[src/design/mhd_pkg.sv]
// ----------------------------------------------------------------------------
// mhd_pkg
// Shared types, constants and helpers of the mipmap half downsampler.
// ----------------------------------------------------------------------------
package mhd_pkg;

  // Default size limits of the block.
  localparam int DEF_MAX_WIDTH      = 2048;
  localparam int DEF_MAX_HEIGHT     = 2048;
  localparam int DEF_MAX_COMPONENTS = 4;

  // Fixed field widths.
  localparam int SAMPLE_W = 8;
  localparam int SUM_W    = 9;
  localparam int TOTAL_W  = 10;
  localparam int CFG_W    = 12;
  localparam int CIDX_W   = 2;
  localparam int FMT_W    = 3;
  localparam int COMP_W   = 2;

  // Even-column hold registers, one per component code.
  localparam int HOLD_DEPTH = 4;

  // Queue between the front and back parts.
  localparam int QDEPTH = 4;
  localparam int QPTR_W = $clog2(QDEPTH);
  localparam int QCNT_W = $clog2(QDEPTH + 1);

  // Configuration register indexes.
  localparam logic [CIDX_W-1:0] REG_FORMAT = 2'd0;
  localparam logic [CIDX_W-1:0] REG_WIDTH  = 2'd1;
  localparam logic [CIDX_W-1:0] REG_HEIGHT = 2'd2;

  // Format codes.
  localparam logic [FMT_W-1:0] FMT_RGB        = 3'd0;
  localparam logic [FMT_W-1:0] FMT_RGBA       = 3'd1;
  localparam logic [FMT_W-1:0] FMT_LUMINANCE  = 3'd2;
  localparam logic [FMT_W-1:0] FMT_LUM_ALPHA  = 3'd3;
  localparam logic [FMT_W-1:0] FMT_ALPHA      = 3'd4;

  // Reset values of the configuration registers.
  localparam logic [FMT_W-1:0] FORMAT_RESET = FMT_RGBA;
  localparam logic [CFG_W-1:0] SIZE_RESET   = 12'd1;

  // Configuration write transaction.
  typedef struct packed {
    logic              valid;
    logic [CIDX_W-1:0] index;
    logic [CFG_W-1:0]  data;
  } cfg_wr_t;

  // Classified item handed from the front part to the back part.
  typedef struct packed {
    logic             err;
    logic             use_row;
    logic             eoi;
    logic [SUM_W-1:0] hsum;
  } job_t;

  // Queue entry: job plus the line buffer word read for it.
  typedef struct packed {
    job_t             job;
    logic [SUM_W-1:0] rowsum;
  } q_entry_t;

  // Components per pixel of a format; zero marks an invalid code.
  function automatic logic [FMT_W-1:0] comps_of(input logic [FMT_W-1:0] code);
    logic [FMT_W-1:0] n;
    case (code)
      FMT_RGB:       n = 3'd3;
      FMT_RGBA:      n = 3'd4;
      FMT_LUMINANCE: n = 3'd1;
      FMT_LUM_ALPHA: n = 3'd2;
      FMT_ALPHA:     n = 3'd1;
      default:       n = 3'd0;
    endcase
    return n;
  endfunction

  // Address bits of a memory, at least one.
  function automatic int addr_bits(input int depth);
    return (depth > 1) ? $clog2(depth) : 1;
  endfunction

endpackage

[src/design/mhd_front.sv]
// ----------------------------------------------------------------------------
// mhd_front
// Accepts samples, tracks the raster position, forms horizontal pair sums,
// drives the line buffer and hands classified items to the queue.
// ----------------------------------------------------------------------------
module mhd_front #(
  parameter int MAX_WIDTH      = mhd_pkg::DEF_MAX_WIDTH,
  parameter int MAX_HEIGHT     = mhd_pkg::DEF_MAX_HEIGHT,
  parameter int MAX_COMPONENTS = mhd_pkg::DEF_MAX_COMPONENTS,
  parameter int ADDR_W         = 12
) (
  input  logic                          clk_i,
  input  logic                          rst_ni,
  input  mhd_pkg::cfg_wr_t              cfg_wr_i,
  input  logic                          accept_i,
  input  logic [mhd_pkg::SAMPLE_W-1:0]  sample_i,
  output logic                          ram_we_o,
  output logic [ADDR_W-1:0]             ram_addr_o,
  output logic [mhd_pkg::SUM_W-1:0]     ram_wdata_o,
  output logic                          job_valid_o,
  output mhd_pkg::job_t                 job_o
);
  import mhd_pkg::*;

  localparam int XW     = (MAX_WIDTH > 1) ? $clog2(MAX_WIDTH) : 1;
  localparam int YW     = (MAX_HEIGHT > 1) ? $clog2(MAX_HEIGHT) : 1;
  localparam int XYW    = (XW > YW) ? XW : YW;
  localparam int CMP_W  = ((XYW > CFG_W) ? XYW : CFG_W) + 1;
  localparam int IDX_FW = XW + 3;

  logic [FMT_W-1:0]    format_q;
  logic [CFG_W-1:0]    width_q, height_q;
  logic [XW-1:0]       x_q, x_d;
  logic [YW-1:0]       y_q, y_d;
  logic [COMP_W-1:0]   c_q, c_d;
  logic [SAMPLE_W-1:0] hold_q [HOLD_DEPTH];
  logic                job_valid_q;
  job_t                job_q;

  logic [FMT_W-1:0]  comps;
  logic [CMP_W-1:0]  w_ext, h_ext, x_ext, y_ext;
  logic              cfg_err, w_one, h_one;
  logic              hready, hold_we, vready, step;
  logic              last_comp, last_col, last_row, dx_end, dy_end;
  logic [SUM_W-1:0]  hsum;
  logic [IDX_FW-1:0] idx_full;

  // Configuration check and position decode.
  always_comb begin
    comps   = comps_of(format_q);
    w_ext   = CMP_W'(width_q);
    h_ext   = CMP_W'(height_q);
    x_ext   = CMP_W'(x_q);
    y_ext   = CMP_W'(y_q);
    cfg_err = (comps == '0) || (comps > FMT_W'(MAX_COMPONENTS)) ||
              (width_q == '0) || (height_q == '0) ||
              (w_ext > CMP_W'(MAX_WIDTH)) || (h_ext > CMP_W'(MAX_HEIGHT));
    w_one   = (width_q == CFG_W'(1));
    h_one   = (height_q == CFG_W'(1));

    last_comp = ({1'b0, c_q} + 3'd1) >= comps;
    last_col  = (x_ext + CMP_W'(1)) >= w_ext;
    last_row  = (y_ext + CMP_W'(1)) >= h_ext;
    dx_end    = w_one || (((x_ext >> 1) + CMP_W'(1)) == (w_ext >> 1));
    dy_end    = h_one || (((y_ext >> 1) + CMP_W'(1)) == (h_ext >> 1));
  end

  // Horizontal pair: a single column doubles, an odd column adds its hold.
  always_comb begin
    hold_we = 1'b0;
    if (w_one) begin
      hsum   = {sample_i, 1'b0};
      hready = 1'b1;
    end else if (!x_q[0]) begin
      hsum    = '0;
      hready  = 1'b0;
      hold_we = (x_ext + CMP_W'(1)) < w_ext;
    end else begin
      hsum   = SUM_W'(hold_q[c_q]) + SUM_W'(sample_i);
      hready = 1'b1;
    end
  end

  // Line buffer access: even rows store, odd rows read back.
  always_comb begin
    step     = accept_i && !cfg_err;
    idx_full = IDX_FW'(x_q >> 1) * IDX_FW'(comps) + IDX_FW'(c_q);
    ram_addr_o  = idx_full[ADDR_W-1:0];
    ram_wdata_o = hsum;
    ram_we_o    = step && hready && !h_one && !y_q[0] &&
                  ((y_ext + CMP_W'(1)) < h_ext);
    vready      = hready && (h_one || y_q[0]);
  end

  // Next raster position.
  always_comb begin
    c_d = c_q + COMP_W'(1);
    x_d = x_q;
    y_d = y_q;
    if (last_comp) begin
      c_d = '0;
      x_d = x_q + XW'(1);
      if (last_col) begin
        x_d = '0;
        y_d = last_row ? '0 : y_q + YW'(1);
      end
    end
  end

  // Configuration registers, counters and column hold.
  always_ff @(posedge clk_i or negedge rst_ni) begin
    if (!rst_ni) begin
      format_q <= FORMAT_RESET;
      width_q  <= SIZE_RESET;
      height_q <= SIZE_RESET;
      x_q      <= '0;
      y_q      <= '0;
      c_q      <= '0;
      for (int i = 0; i < HOLD_DEPTH; i++) begin
        hold_q[i] <= '0;
      end
    end else if (cfg_wr_i.valid) begin
      case (cfg_wr_i.index)
        REG_FORMAT: format_q <= cfg_wr_i.data[FMT_W-1:0];
        REG_WIDTH:  width_q  <= cfg_wr_i.data;
        REG_HEIGHT: height_q <= cfg_wr_i.data;
        default:    ;
      endcase
      // Any write restarts the image.
      x_q <= '0;
      y_q <= '0;
      c_q <= '0;
      for (int i = 0; i < HOLD_DEPTH; i++) begin
        hold_q[i] <= '0;
      end
    end else if (step) begin
      x_q <= x_d;
      y_q <= y_d;
      c_q <= c_d;
      if (hold_we) begin
        hold_q[c_q] <= sample_i;
      end
    end
  end

  // Job register, aligned with the line buffer read data.
  always_ff @(posedge clk_i or negedge rst_ni) begin
    if (!rst_ni) begin
      job_valid_q <= 1'b0;
    end else begin
      job_valid_q <= accept_i && (cfg_err || vready);
    end
  end

  always_ff @(posedge clk_i) begin
    if (accept_i) begin
      job_q.err     <= cfg_err;
      job_q.use_row <= !h_one;
      job_q.eoi     <= !cfg_err && dx_end && dy_end && last_comp;
      job_q.hsum    <= hsum;
    end
  end

  assign job_valid_o = job_valid_q;
  assign job_o       = job_q;

endmodule

[config.mk]
export PLATFORM = sky130hd
export DESIGN_NAME = mhd_front
export DESIGN_NICKNAME = d
export VERILOG_FILES = /design/src/design/mhd_pkg.sv /design/src/design/mhd_front.sv
export SDC_FILE = /design/constraint.sdc
export NUM_CORES = 1
export LEC_CHECK = 0
export ABC_AREA = 1
export BUFFER_PORTS_ARGS = -buffer_cell sky130_fd_sc_hd__buf_2
export CAP_MARGIN = 20
export CORE_MARGIN = 1
export CORE_UTILIZATION = 60
export CTS_BUF_LIST = sky130_fd_sc_hd__clkbuf_4
export DETAILED_ROUTE_END_ITERATION = 16
export PLACE_DENSITY = 0.8
export REMOVE_ABC_BUFFERS = 1
export SYNTH_ARGS = -nofsm -noshare
export SYNTH_HDL_FRONTEND = slang
export SYNTH_SLANG_ARGS = --single-unit
[constraint.sdc]
create_clock -name clk_i -period 8.63 [get_ports clk_i]
set_clock_uncertainty 0.1 [all_clocks]
set_input_delay 1.726 -clock clk_i [delete_from_list [all_inputs] [get_ports clk_i]]
set_output_delay 1.726 -clock clk_i [all_outputs]
set_load 0.1 [all_outputs]
==> summary.txt, run 1 <==
Status
  • Status: finished clean

STA
  • Fmax: between 150 and 200 MHz
  • Worst-Margin Slew: between 900 and 1000 ps
  • Period utilisation layout: 0.714
  • Sum of negative setup slack: 0 ps
  • Hold WS: 389 ps
  • Final Hold Fails: 0
  • Slew Viols, Final: 0
  • Min Tclk post-route: 6160 ps
  • Final setup fails: 0
  • Rel. slew slack: 0.363
  • Unrepaired setup endpoints after global routing: false

Clock network
  • Clk buf depth: 2
  • Clock sink total: 96
  • Total CTS buffers: 9
  • Worst skew pair latency: 480 ps
  • CTS resizes: 0
  • TritonCTS clock tree: built
  • H-tree levels: 3
  • Post-CTS Setup Inserts: 0
  • Clock root buffer: clkbuf_4
  • CTS hold repair buffers: 0
  • Worst-path clk slew: 150 ps

Logic synthesis
  • Ys async rst share: 0.875
  • Area leader, netlist: dfrtp_1
  • Most used DFF post-synth: dfrtp_1
  • Post-synth top area share: 0.267
  • Post-synth EDFFs: 12
  • Number of synthesis warnings: 0
  • Netlist cell types: just over 40
  • Syn avg cell area: just over 7 um2
  • Area of the mapped netlist: 7590 um2
  • Area contributors post-synth: dfrtp_1 27%, nand2_1 15%, ha_1 11%
  • Cells after synthesis: between 1000 and 1500
  • Yosys reg bits: between 90 and 100
  • Sequential area share after synthesis: 0.325

Routing
  • Pre-antenna DRT Iters: 5
  • Post-route DRC: 0
  • Wirelength per Cell: 15.0 um
  • Routed vias/inst: 5.52
  • Final ANT Viol Nets: 0
  • Total wire length: 19.4 mm
  • 1st-iter DRT viols: 553
  • Vias: 7138

Setup path
  • Critical Path End Type: primary output
  • CP Class: flip-flop to primary output
  • Critical path startpoint category: flip-flop
  • CP startpoint: format_q[0]
  • WP data arrival: between 4000 and 5000 ps
  • Reg2reg start: c_q[0]
  • Max FO, Critical Path: 9
  • Critical Path RT: 6800 ps

Floorplan
  • # rows: 40
  • Total die area: approximately 13000 um2
  • Core area: ~12000 um2
  • Starting Density: 0.624
  • Die Ht: 114 um
  • Die extent in x: 114 um
  • I/O pins: 61

GRT
  • Vias in the first global route: 6625
  • Grt total ovfl: 0
  • Largest net degree at the start of global routing: 55
  • First-pass GRT wire length: 33.0 mm
  • Initial antenna violation count: 1
  • Total GRT Usage: 0.323

Cells and area
  • NumNets Final: 1222
  • Finished Layout Cells: 1294
  • Final Util: 0.665
  • Area growth, synth to finish: 6.64%
  • Layout cells sized above 1: 0.0907

Min path
  • Worst min-delay path class: flip-flop to flip-flop
  • Hold_sp: hold_q[21]

Placed design
  • Placed cell count: 1277
  • PortBufs: 60
  • DP HPWL: 14.7 mm
  • Gpl congestion: slightly below 1

Pwr
  • Lkg Pwr: between 0.004 and 0.005 uW
  • Worst VDD drop: 0.210 mV
  • PwrDens: 210 nW/um2

Flow run
  • Max-Cap Viols: 0
-- cells in the mapped netlist (3+ instances only) --
cell type,instances
a21oi_1,35
buf_2,6
buf_4,5
clkbuf_1,16
clkinv_1,5
dfrtp_1,81
dfstp_2,3
edfxtp_1,12
fa_1,10
ha_1,66
inv_1,126
inv_2,5
nand2_1,309
nand3_1,68
nand3_2,5
nand4_1,51
nor2_1,128
nor3_1,7
o21ai_0,71
o21ai_2,3
o22ai_1,10
or2_2,5
xnor2_1,7
xor2_1,20
-- flip-flops by register name, indices dropped and copies added (netlist names) --
register,flops
hold_q,32
height_q,12
job_o,12
width_q,12
x_q,11
y_q,11
format_q,3
c_q,2
job_valid_o,1
-- critical path: stages, from the launching register on --
cell and delay, ps:
dfstp_2 580, inv_1 50, nor2_1 100, inv_1 80, nor2_1 200, clkinv_1 270, nor2_1 220, fa_1 430
ha_1 300, ha_1 370, a21oi_1 220, o21ai_0 130, a21oi_1 210, o211ai_1 130, xor2_1 130, buf_2 440
-- per-layer routing --
| metal | routed length, um | vias to the layer above | track usage |
|---|---|---|---|
| met5 | 0 | - | 0 |
| met1 | 9090 | 3262 | 0.458 |
| met4 | 367 | 0 | 0.106 |
| li1 | - | 3611 | - |
| met2 | 8650 | 233 | 0.499 |
| met3 | 1320 | 32 | 0.0588 |
-- cell usage in the layout (no fill, tap or decap), drive strengths merged --
master    Yosys  layout
o22ai        10      10
clkinvlp      0       2
o2111ai       2       2
nand3b        1       1
o211ai        2       2
a31oi         1       1
xnor2         7       7
dfrtp        81      81
a21o          1       1
and2          1       1
or2           5       5
xor2         20      20
o21ai        74      74
diode         0       1
a21oi        35      35
clkinv        5       8
buf          13      61
nor2        129     129
clkbuf       16       9
nor4          2       2
nor3          7       7
nand2       313     313
a211oi        1       1
o21bai        1       1
and3          2       2
ha           66      66
inv         131     133
o21a          1       1
xnor3         1       1
edfxtp       12      12
nand3        73      73
dfstp         3       3
fa           10      10
nand4        51      51
-- cell families (layout without fill, tap and decap cells) --
| kind of cell | after synthesis | count (layout) | share of synthesized area |
|---|---|---|---|
| AO/OA/AOI/OAI | 128 | 128 | 0.0907 |
| XOR/XNOR | 28 | 28 | 0.0341 |
| adder cells (fa/ha/maj) | 76 | 76 | 0.135 |
| buffers and inverters | 165 | 213 | 0.0861 |
| flip-flops | 96 | 96 | 0.325 |
| other | 0 | 1 | 0 |
| AND/OR/NAND/NOR | 584 | 584 | 0.329 |
-- path summary, 6_finish.rpt --
kind	slack (ps)	endpoint	depth (start not counted)
setup / recovery	2470	ram_addr_o[8]	15
hold / removal	390	hold_q[21]	2
setup reg to reg	4450	y_q[8]	12
hold reg to reg	390	hold_q[21]	2
max in group asynchronous	6350	hold_q[16]	2
min in group asynchronous	1050	x_q[6]	1
-- per-stage QoR --
stage / total power, uW / cell area, um2 / setup WS (ps)
2_1_floorplan: 1270 / 7450 / 2080
3_3_place_gp: 1450 / 7970 / 3160
3_5_place_dp: 1460 / 7970 / 3030
4_1_cts: 1690 / 8090 / 2490
5_1_grt: 1820 / 8090 / 2080
6_report: 1700 / 8090 / 2470
-- area by class of cell --
type / count / area, um2
diodes: 1 / 2.50
clock inverters: 7 / 56.3
well taps: 168 / 210
flip-flops and latches: 96 / 2470
multi-input cells: 816 / 4470
clock buffers: 9 / 67.6
inverters: 136 / 510
fillers: 1110 / 4070
repair buffers: 61 / 310
-- power breakdown --
group | internal, uW | leakage [uW] | switching (uW)
clock network | 62.2 | 0.0000621 | 165
registers | 517 | 0.00124 | 67.2
logic | 211 | 0.00325 | 676
Power figures use the tool's default switching activity.
==> inputs of run 2 (changes only) <==
Clock period 8.63 ns to 6.3 ns, I/O delays scaled along.
==> run 2 against run 1 <==
Worst hold slack lost 7.6 ps. Clock power grew 50%. Highest routed layer unchanged. Core utilization grew 0.14 points. Setup slack lost 1800 ps. Via count grew 0.42%. Critical path depth is the same.
==> summary.txt, run 2 (same netlist as run 1, synthesis figures left out) <==
Status
  • Status: finished clean (unchanged)

Routing
  • 1st-iter DRT viols: 565 (was 553)
  • Routed vias/inst: 5.54 (was 5.52)
  • Post-route DRC: 0 (unchanged)
  • Total wire length: 19.4 mm (about the same)
  • Pre-antenna DRT Iters: 5 (unchanged)
  • Final ANT Viol Nets: 0 (unchanged)
  • Vias: 7168 (was 7138)
  • Wirelength per Cell: 15.0 um (about the same)

Floorplan
  • Starting Density: 0.624 (unchanged)
  • Die Ht: 114 um (unchanged)
  • # rows: 40 (unchanged)
  • Total die area: 13100 um2 (unchanged)
  • Core area: 12200 um2 (unchanged)
  • I/O pins: 61 (unchanged)
  • Die extent in x: 114 um (unchanged)

Cells and area
  • Most frequent cells in the layout: 309 x nand2_1, 128 x nor2_1, 126 x inv_1 (unchanged)
  • Ant. Diodes: 0 (was 1)
  • Max reg flops: 32 (unchanged)
  • Fill cell count: 1108 (was 1110)
  • Top reg by flops: hold_q (unchanged)
  • Area growth, synth to finish: 6.88% (was 6.64%)
  • Commonest non-fill, non-tap cell in the layout: nand2_1 (unchanged)
  • Layout cells sized above 1: 0.0906 (was 0.0907)
  • NumNets Final: 1223 (was 1222)

GRT
  • Grt total ovfl: 0 (unchanged)
  • Largest net degree at the start of global routing: 57 (was 55)
  • First-pass GRT wire length: 31.8 mm (was 33.0 mm)
  • Vias in the first global route: 6421 (was 6625)
  • Initial antenna violation count: 0 (was 1)
  • Total GRT Usage: 0.313 (was 0.323)

Setup path
  • Reg2reg start: c_q[0] (unchanged)
  • WP data arrival: 4290 ps (was 4330 ps)
  • Critical Path End Type: primary output (unchanged)
  • Critical path startpoint category: flip-flop (unchanged)
  • Critical Path RT: 4940 ps (was 6800 ps)
  • CP Class: flip-flop to primary output (unchanged)
  • Reg2Reg Capture Point: y_q[9] (was y_q[8])
  • R2R Setup Slk: 2450 ps (was 4450 ps)
  • Max FO, Critical Path: 9 (unchanged)
  • Number of cells on the worst reg-to-reg path: 11 (was 12)

STA
  • Final Hold Fails: 0 (unchanged)
  • Fmax: 177 MHz
  • Unrepaired setup endpoints after global routing: false (unchanged)
  • Final setup fails: 0 (unchanged)
  • Period utilisation layout: 0.897
  • Min Tclk post-route: 5650 ps
  • Worst-Margin Slew: 946 ps (was 949 ps)
  • Slew Viols, Final: 0 (unchanged)
  • Sum of negative setup slack: 0 ps (unchanged)
  • Rel. slew slack: 0.365 (was 0.363)

Clock network
  • Worst-path clk slew: 130 ps (was 150 ps)
  • Clock root buffer: clkbuf_4 (unchanged)
  • Total CTS buffers: 9 (unchanged)
  • CTS resizes: 0 (unchanged)
  • Clock sink total: 96 (unchanged)
  • H-tree levels: 3 (unchanged)
  • Worst skew pair latency: 490 ps (was 480 ps)
  • TritonCTS clock tree: built (unchanged)
  • Post-CTS Setup Inserts: 0 (unchanged)
  • Clk buf depth: 2 (unchanged)
  • CTS hold repair buffers: 0 (unchanged)

Pwr
  • PwrDens: 292 nW/um2 (was 210 nW/um2)
  • Lkg Pwr: 0.00456 uW (was 0.00455 uW)
  • Total power: 2370 uW (was 1700 uW)
  • Worst VDD drop: 0.257 mV (was 0.210 mV)

Min path
  • Worst min-delay path class: flip-flop to flip-flop (unchanged)
  • Hold Path Cell Cnt: 2 (unchanged)
  • Worst hold endpoint: hold_q[12] (was hold_q[21])
  • Hold_sp: hold_q[12] (was hold_q[21])

Placed design
  • Gpl congestion: 0.952 (was 0.981)
  • PortBufs: 60 (unchanged)
  • DP HPWL: 14.6 mm (was 14.7 mm)

Flow run
  • Max-Cap Viols: 0 (unchanged)
-- run 2: cell count changes in the layout (fill, tap and decap cells not counted), sizes merged --
cell and delta:
buf +1, bufinv +1, clkbuf +1, diode -1, inv -2
-- run 2: area by class of cell --
cell class | count | area [um2] | area share
clock inverters | 6 | 61.3 | 0.00756
multi-input cells | 816 | 4470 | 0.551
clock buffers | 10 | 75.1 | 0.00926
flip-flops and latches | 96 | 2470 | 0.304
well taps | 168 | 210 | 0.0259
inverters | 136 | 510 | 0.0629
repair buffers | 62 | 318 | 0.0392
-- run 2: critical path, cell delays in order (launching register included) --
cell      delay (ps)
dfstp_2          570
inv_1             50
nor2_1            80
inv_1             60
nor2_1           170
clkinv_1         280
nor2_1           240
fa_1             440
ha_1             310
ha_1             380
a21oi_1          210
o21ai_0          120
a21oi_1          220
o211ai_1         130
xor2_1           130
buf_2            430
-- run 2: layer usage --
layer | up-vias | routed length, um | global-route usage
li1 | 3608 | - | -
met1 | 3271 | 9020 | 0.457
met2 | 260 | 8620 | 0.480
met3 | 29 | 1420 | 0.0434
met4 | 0 | 313 | 0.106
met5 | - | 0 | 0
-- run 2: metrics by stage --
stage	instances	setup WS, ps	utilization	hold slack [ps]	instance area, um2
2_1_floorplan	1048	219	-	337	7450
3_3_place_gp	1278	1280	0.656	348	7970
3_5_place_dp	1278	1200	0.656	353	7970
4_1_cts	1294	646	0.667	386	8110
5_1_grt	1294	297	0.667	408	8110
6_report	1294	649	0.667	381	8110
-- run 2: how the worst max path moves through the flow --
stage,depth (start not counted),from,end,slack [ps]
finish,15,format_q[0],ram_addr_o[8],650
global route,15,format_q[0],ram_addr_o[8],300
CTS,15,format_q[0],ram_addr_o[8],650
detailed placement,15,format_q[0],ram_addr_o[8],1200
global placement,15,format_q[0],ram_addr_o[8],1280
floorplan,12,y_q[1],ram_we_o,220
-- run 2: report_power, final --
| group | switching [uW] | total [uW] | internal [uW] | leakage (uW) |
|---|---|---|---|---|
| registers | 91.8 | 800 | 708 | 0.00124 |
| clock network | 218 | 341 | 123 | 0.0000677 |
| logic | 935 | 1230 | 290 | 0.00326 |
| total | 1240 | 2370 | 1120 | 0.00456 |
==> inputs of run 3 (changes only) <==
Settings changed: CORE_MARGIN 1 to 2.
==> run 3 against run 2 <==
Worst hold slack better by 2.5 ps. Wire length down 0.13%. Largest power group unchanged. Clock-buffer cell count up 1. Flip-flop and latch count unchanged. Cell area up 0.32%. Via count about the same. Total power up 1.8%. Non-clock buffer count down 1. Combinational power about the same. Die area up 3.5%. Core utilization down 1.4 points. Setup slack better by 31 ps.
==> summary.txt, run 3 (same netlist as run 1, synthesis figures left out) <==
Status
  • Status: finished clean (unchanged)

Min path
  • Hold_sp: hold_q[12] (unchanged)
  • Worst min-delay path class: flip-flop to flip-flop (unchanged)
  • Hold Path Cell Cnt: 2 (unchanged)
  • Worst hold endpoint: hold_q[12] (unchanged)

Cells and area
  • Max reg flops: 32 (unchanged)
  • Commonest non-fill, non-tap cell in the layout: nand2_1 (unchanged)
  • Top reg by flops: hold_q (unchanged)
  • Layout cells sized above 1: 0.0916 (was 0.0906)
  • Most frequent cells in the layout: 309 x nand2_1, 128 x nor2_1, 126 x inv_1 (unchanged)
  • NumNets Final: 1222 (was 1223)
  • Cell area after layout: 8140 um2 (was 8110 um2)
  • Ant. Diodes: 0 (unchanged)
  • Area growth, synth to finish: 7.22% (was 6.88%)
  • Fill cell count: 1153 (was 1108)

Routing
  • Uppermost routed layer: met4 (unchanged)
  • 1st-iter DRT viols: 567 (was 565)
  • Metal2 WL: 8.73 mm (was 8.62 mm)
  • Met3 wire len: 1.34 mm (was 1.42 mm)
  • Final ANT Viol Nets: 0 (unchanged)
  • Vias: 7167 (was 7168)
  • Wirelength per Cell: 14.9 um (was 15.0 um)
  • Routed vias/inst: 5.53 (was 5.54)
  • Post-route DRC: 0 (unchanged)
  • Pre-antenna DRT Iters: 5 (unchanged)
  • M1 WL: 8.89 mm (was 9.02 mm)
  • Total wire length: 19.3 mm (was 19.4 mm)

Pwr
  • PwrDens: 296 nW/um2 (was 292 nW/um2)
  • Worst VDD drop: 0.284 mV (was 0.257 mV)
  • Lkg Pwr: 0.00458 uW (was 0.00456 uW)
  • Total power: 2410 uW (was 2370 uW)
  • Sequential Power Share: 0.333 (was 0.338)
  • Internal power: 1170 uW (was 1120 uW)
  • Combinational power share: 0.507 (was 0.518)
  • Sw power: 1240 uW (about the same)
  • Switching Share: 0.516 (was 0.526)
  • Clock share of power: 0.160 (was 0.144)

Clock network
  • Clock root buffer: clkbuf_4 (unchanged)
  • Clk buf depth: 2 (unchanged)
  • Clock sink total: 96 (unchanged)
  • H-tree levels: 3 (unchanged)
  • Post-CTS Setup Inserts: 0 (unchanged)
  • CTS hold repair buffers: 0 (unchanged)
  • Worst skew pair latency: 490 ps (about the same)
  • CTS resizes: 0 (unchanged)
  • Worst-path clk slew: 130 ps (about the same)
  • Total CTS buffers: 9 (unchanged)
  • TritonCTS clock tree: built (unchanged)

Placed design
  • DP HPWL: 14.6 mm (about the same)
  • Placed Area: 7970 um2 (about the same)
  • DP Worst Slack: 1230 ps (was 1200 ps)
  • Gpl congestion: 0.939 (was 0.952)
  • PortBufs: 60 (unchanged)

Setup path
  • Crit path max-delay cell type: dfstp_2 (unchanged)
  • Critical Path End Type: primary output (unchanged)
  • Buf+Inv Stages, Crit Path: 4 (unchanged)
  • Critical Path RT: 4940 ps (about the same)
  • Worst stage delay on the critical path: 570 ps (about the same)
  • Number of cells on the worst reg-to-reg path: 12 (was 11)
  • WP data arrival: 4260 ps (was 4290 ps)
  • Critical path's most frequent cell: nor2_1 (unchanged)
  • CP startpoint: format_q[0] (unchanged)
  • CP Cell Sequence: inv_1 > nor2_1 > inv_1 > nor2_1 > clkinv_1 > nor2_1 > fa_1 > ha_1 > ha_1 > a21oi_1 > o21ai_0 > a21oi_1 > o211ai_1 > xor2_1 > buf_2 (unchanged)
  • R2R Setup Slk: 2040 ps (was 2450 ps)
  • CP Class: flip-flop to primary output (unchanged)
  • Critical path startpoint category: flip-flop (unchanged)
  • Max FO, Critical Path: 9 (unchanged)
  • Reg2Reg Capture Point: y_q[1] (was y_q[9])
  • Reg2reg start: c_q[0] (unchanged)
  • Critical path's top delay family: adder cells (unchanged)

STA
  • Slew Viols, Final: 0 (unchanged)
  • Sum of negative setup slack: 0 ps (unchanged)
  • Fmax: 178 MHz (was 177 MHz)
  • Min Tclk post-route: 5620 ps (was 5650 ps)
  • Rel. slew slack: 0.373 (was 0.365)
  • Final setup fails: 0 (unchanged)
  • Unrepaired setup endpoints after global routing: false (unchanged)
  • Period utilisation layout: 0.892 (was 0.897)
  • Final Hold Fails: 0 (unchanged)
  • Worst setup margin: 680 ps (was 649 ps)
  • Worst-Margin Slew: 935 ps (was 946 ps)

Flow run
  • Max-Cap Viols: 0 (unchanged)

Floorplan
  • I/O pins: 61 (unchanged)
  • Die extent in x: 116 um (was 114 um)
  • Starting Density: 0.609 (was 0.624)
  • Total die area: 13600 um2 (was 13100 um2)
  • Core area: 12500 um2 (was 12200 um2)
  • Die Ht: 116 um (was 114 um)
  • # rows: 41 (was 40)

GRT
  • First-pass GRT wire length: 31.5 mm (was 31.8 mm)
  • Grt total ovfl: 0 (unchanged)
  • Vias in the first global route: 6443 (was 6421)
  • Largest net degree at the start of global routing: 66 (was 57)
  • Initial antenna violation count: 0 (unchanged)
  • Total GRT Usage: 0.299 (was 0.313)
==> run 3: cell count changes in the layout (fill, tap and decap cells not counted) <==
cell,previous run,this run
clkinv_1,7,5
clkinvlp_4,2,0
buf_4,3,2
bufinv_16,1,2
clkbuf_4,10,11
clkinv_2,0,1
clkinv_4,1,2
==> run 3: area by class of cell <==
type	count	area, um2	share of cell area
clock buffers	11	82.6	0.0101
well taps	172	215	0.0264
repair buffers	61	310	0.0381
flip-flops and latches	96	2470	0.303
inverters	136	510	0.0627
clock inverters	5	82.6	0.0101
multi-input cells	816	4470	0.549
==> run 3: power groups by stage <==
| stage | Clock (uW) | Sequential, uW | Combinational, uW |
|---|---|---|---|
| after floorplan | 0 | 892 | 844 |
| after global placement | 0 | 808 | 1190 |
| after detailed placement | 0 | 810 | 1200 |
| after CTS | 394 | 799 | 1210 |
| after global routing | 415 | 812 | 1340 |
| final | 386 | 803 | 1220 |
==> run 3: metrics by stage <==
stage,hold WS (ps),util,std cells
2_1_floorplan,337,-,1048
3_3_place_gp,348,0.639,1281
3_5_place_dp,353,0.639,1281
4_1_cts,385,0.653,1297
5_1_grt,406,0.653,1297
6_report,384,0.653,1297
==> run 3: worst max path at each step <==
stage / to / cells past startpoint / slack (ps)
6_report: ram_addr_o[8] / 15 / 680
4_1_cts: ram_addr_o[8] / 15 / 660
3_3_place_gp: ram_addr_o[8] / 15 / 1290
3_5_place_dp: ram_addr_o[8] / 15 / 1230
5_1_grt: ram_addr_o[8] / 15 / 330
2_1_floorplan: ram_we_o / 12 / 220
==> run 3: worst reg2reg max path: cells and delay by family, from the launching register on <==
kind / cells / cell delay [ps]
compound gates: 2 / 420
fa+ha+maj: 2 / 840
simple gates: 6 / 1170
buf+inv: 2 / 880
flops: 1 / 800
==> run 3: metal layers <==
metal | track usage | vias to the layer above
li1 | - | 3597
met1 | 0.423 | 3311
met2 | 0.469 | 229
met3 | 0.0623 | 30
met4 | 0.0817 | 0
met5 | 0 | -
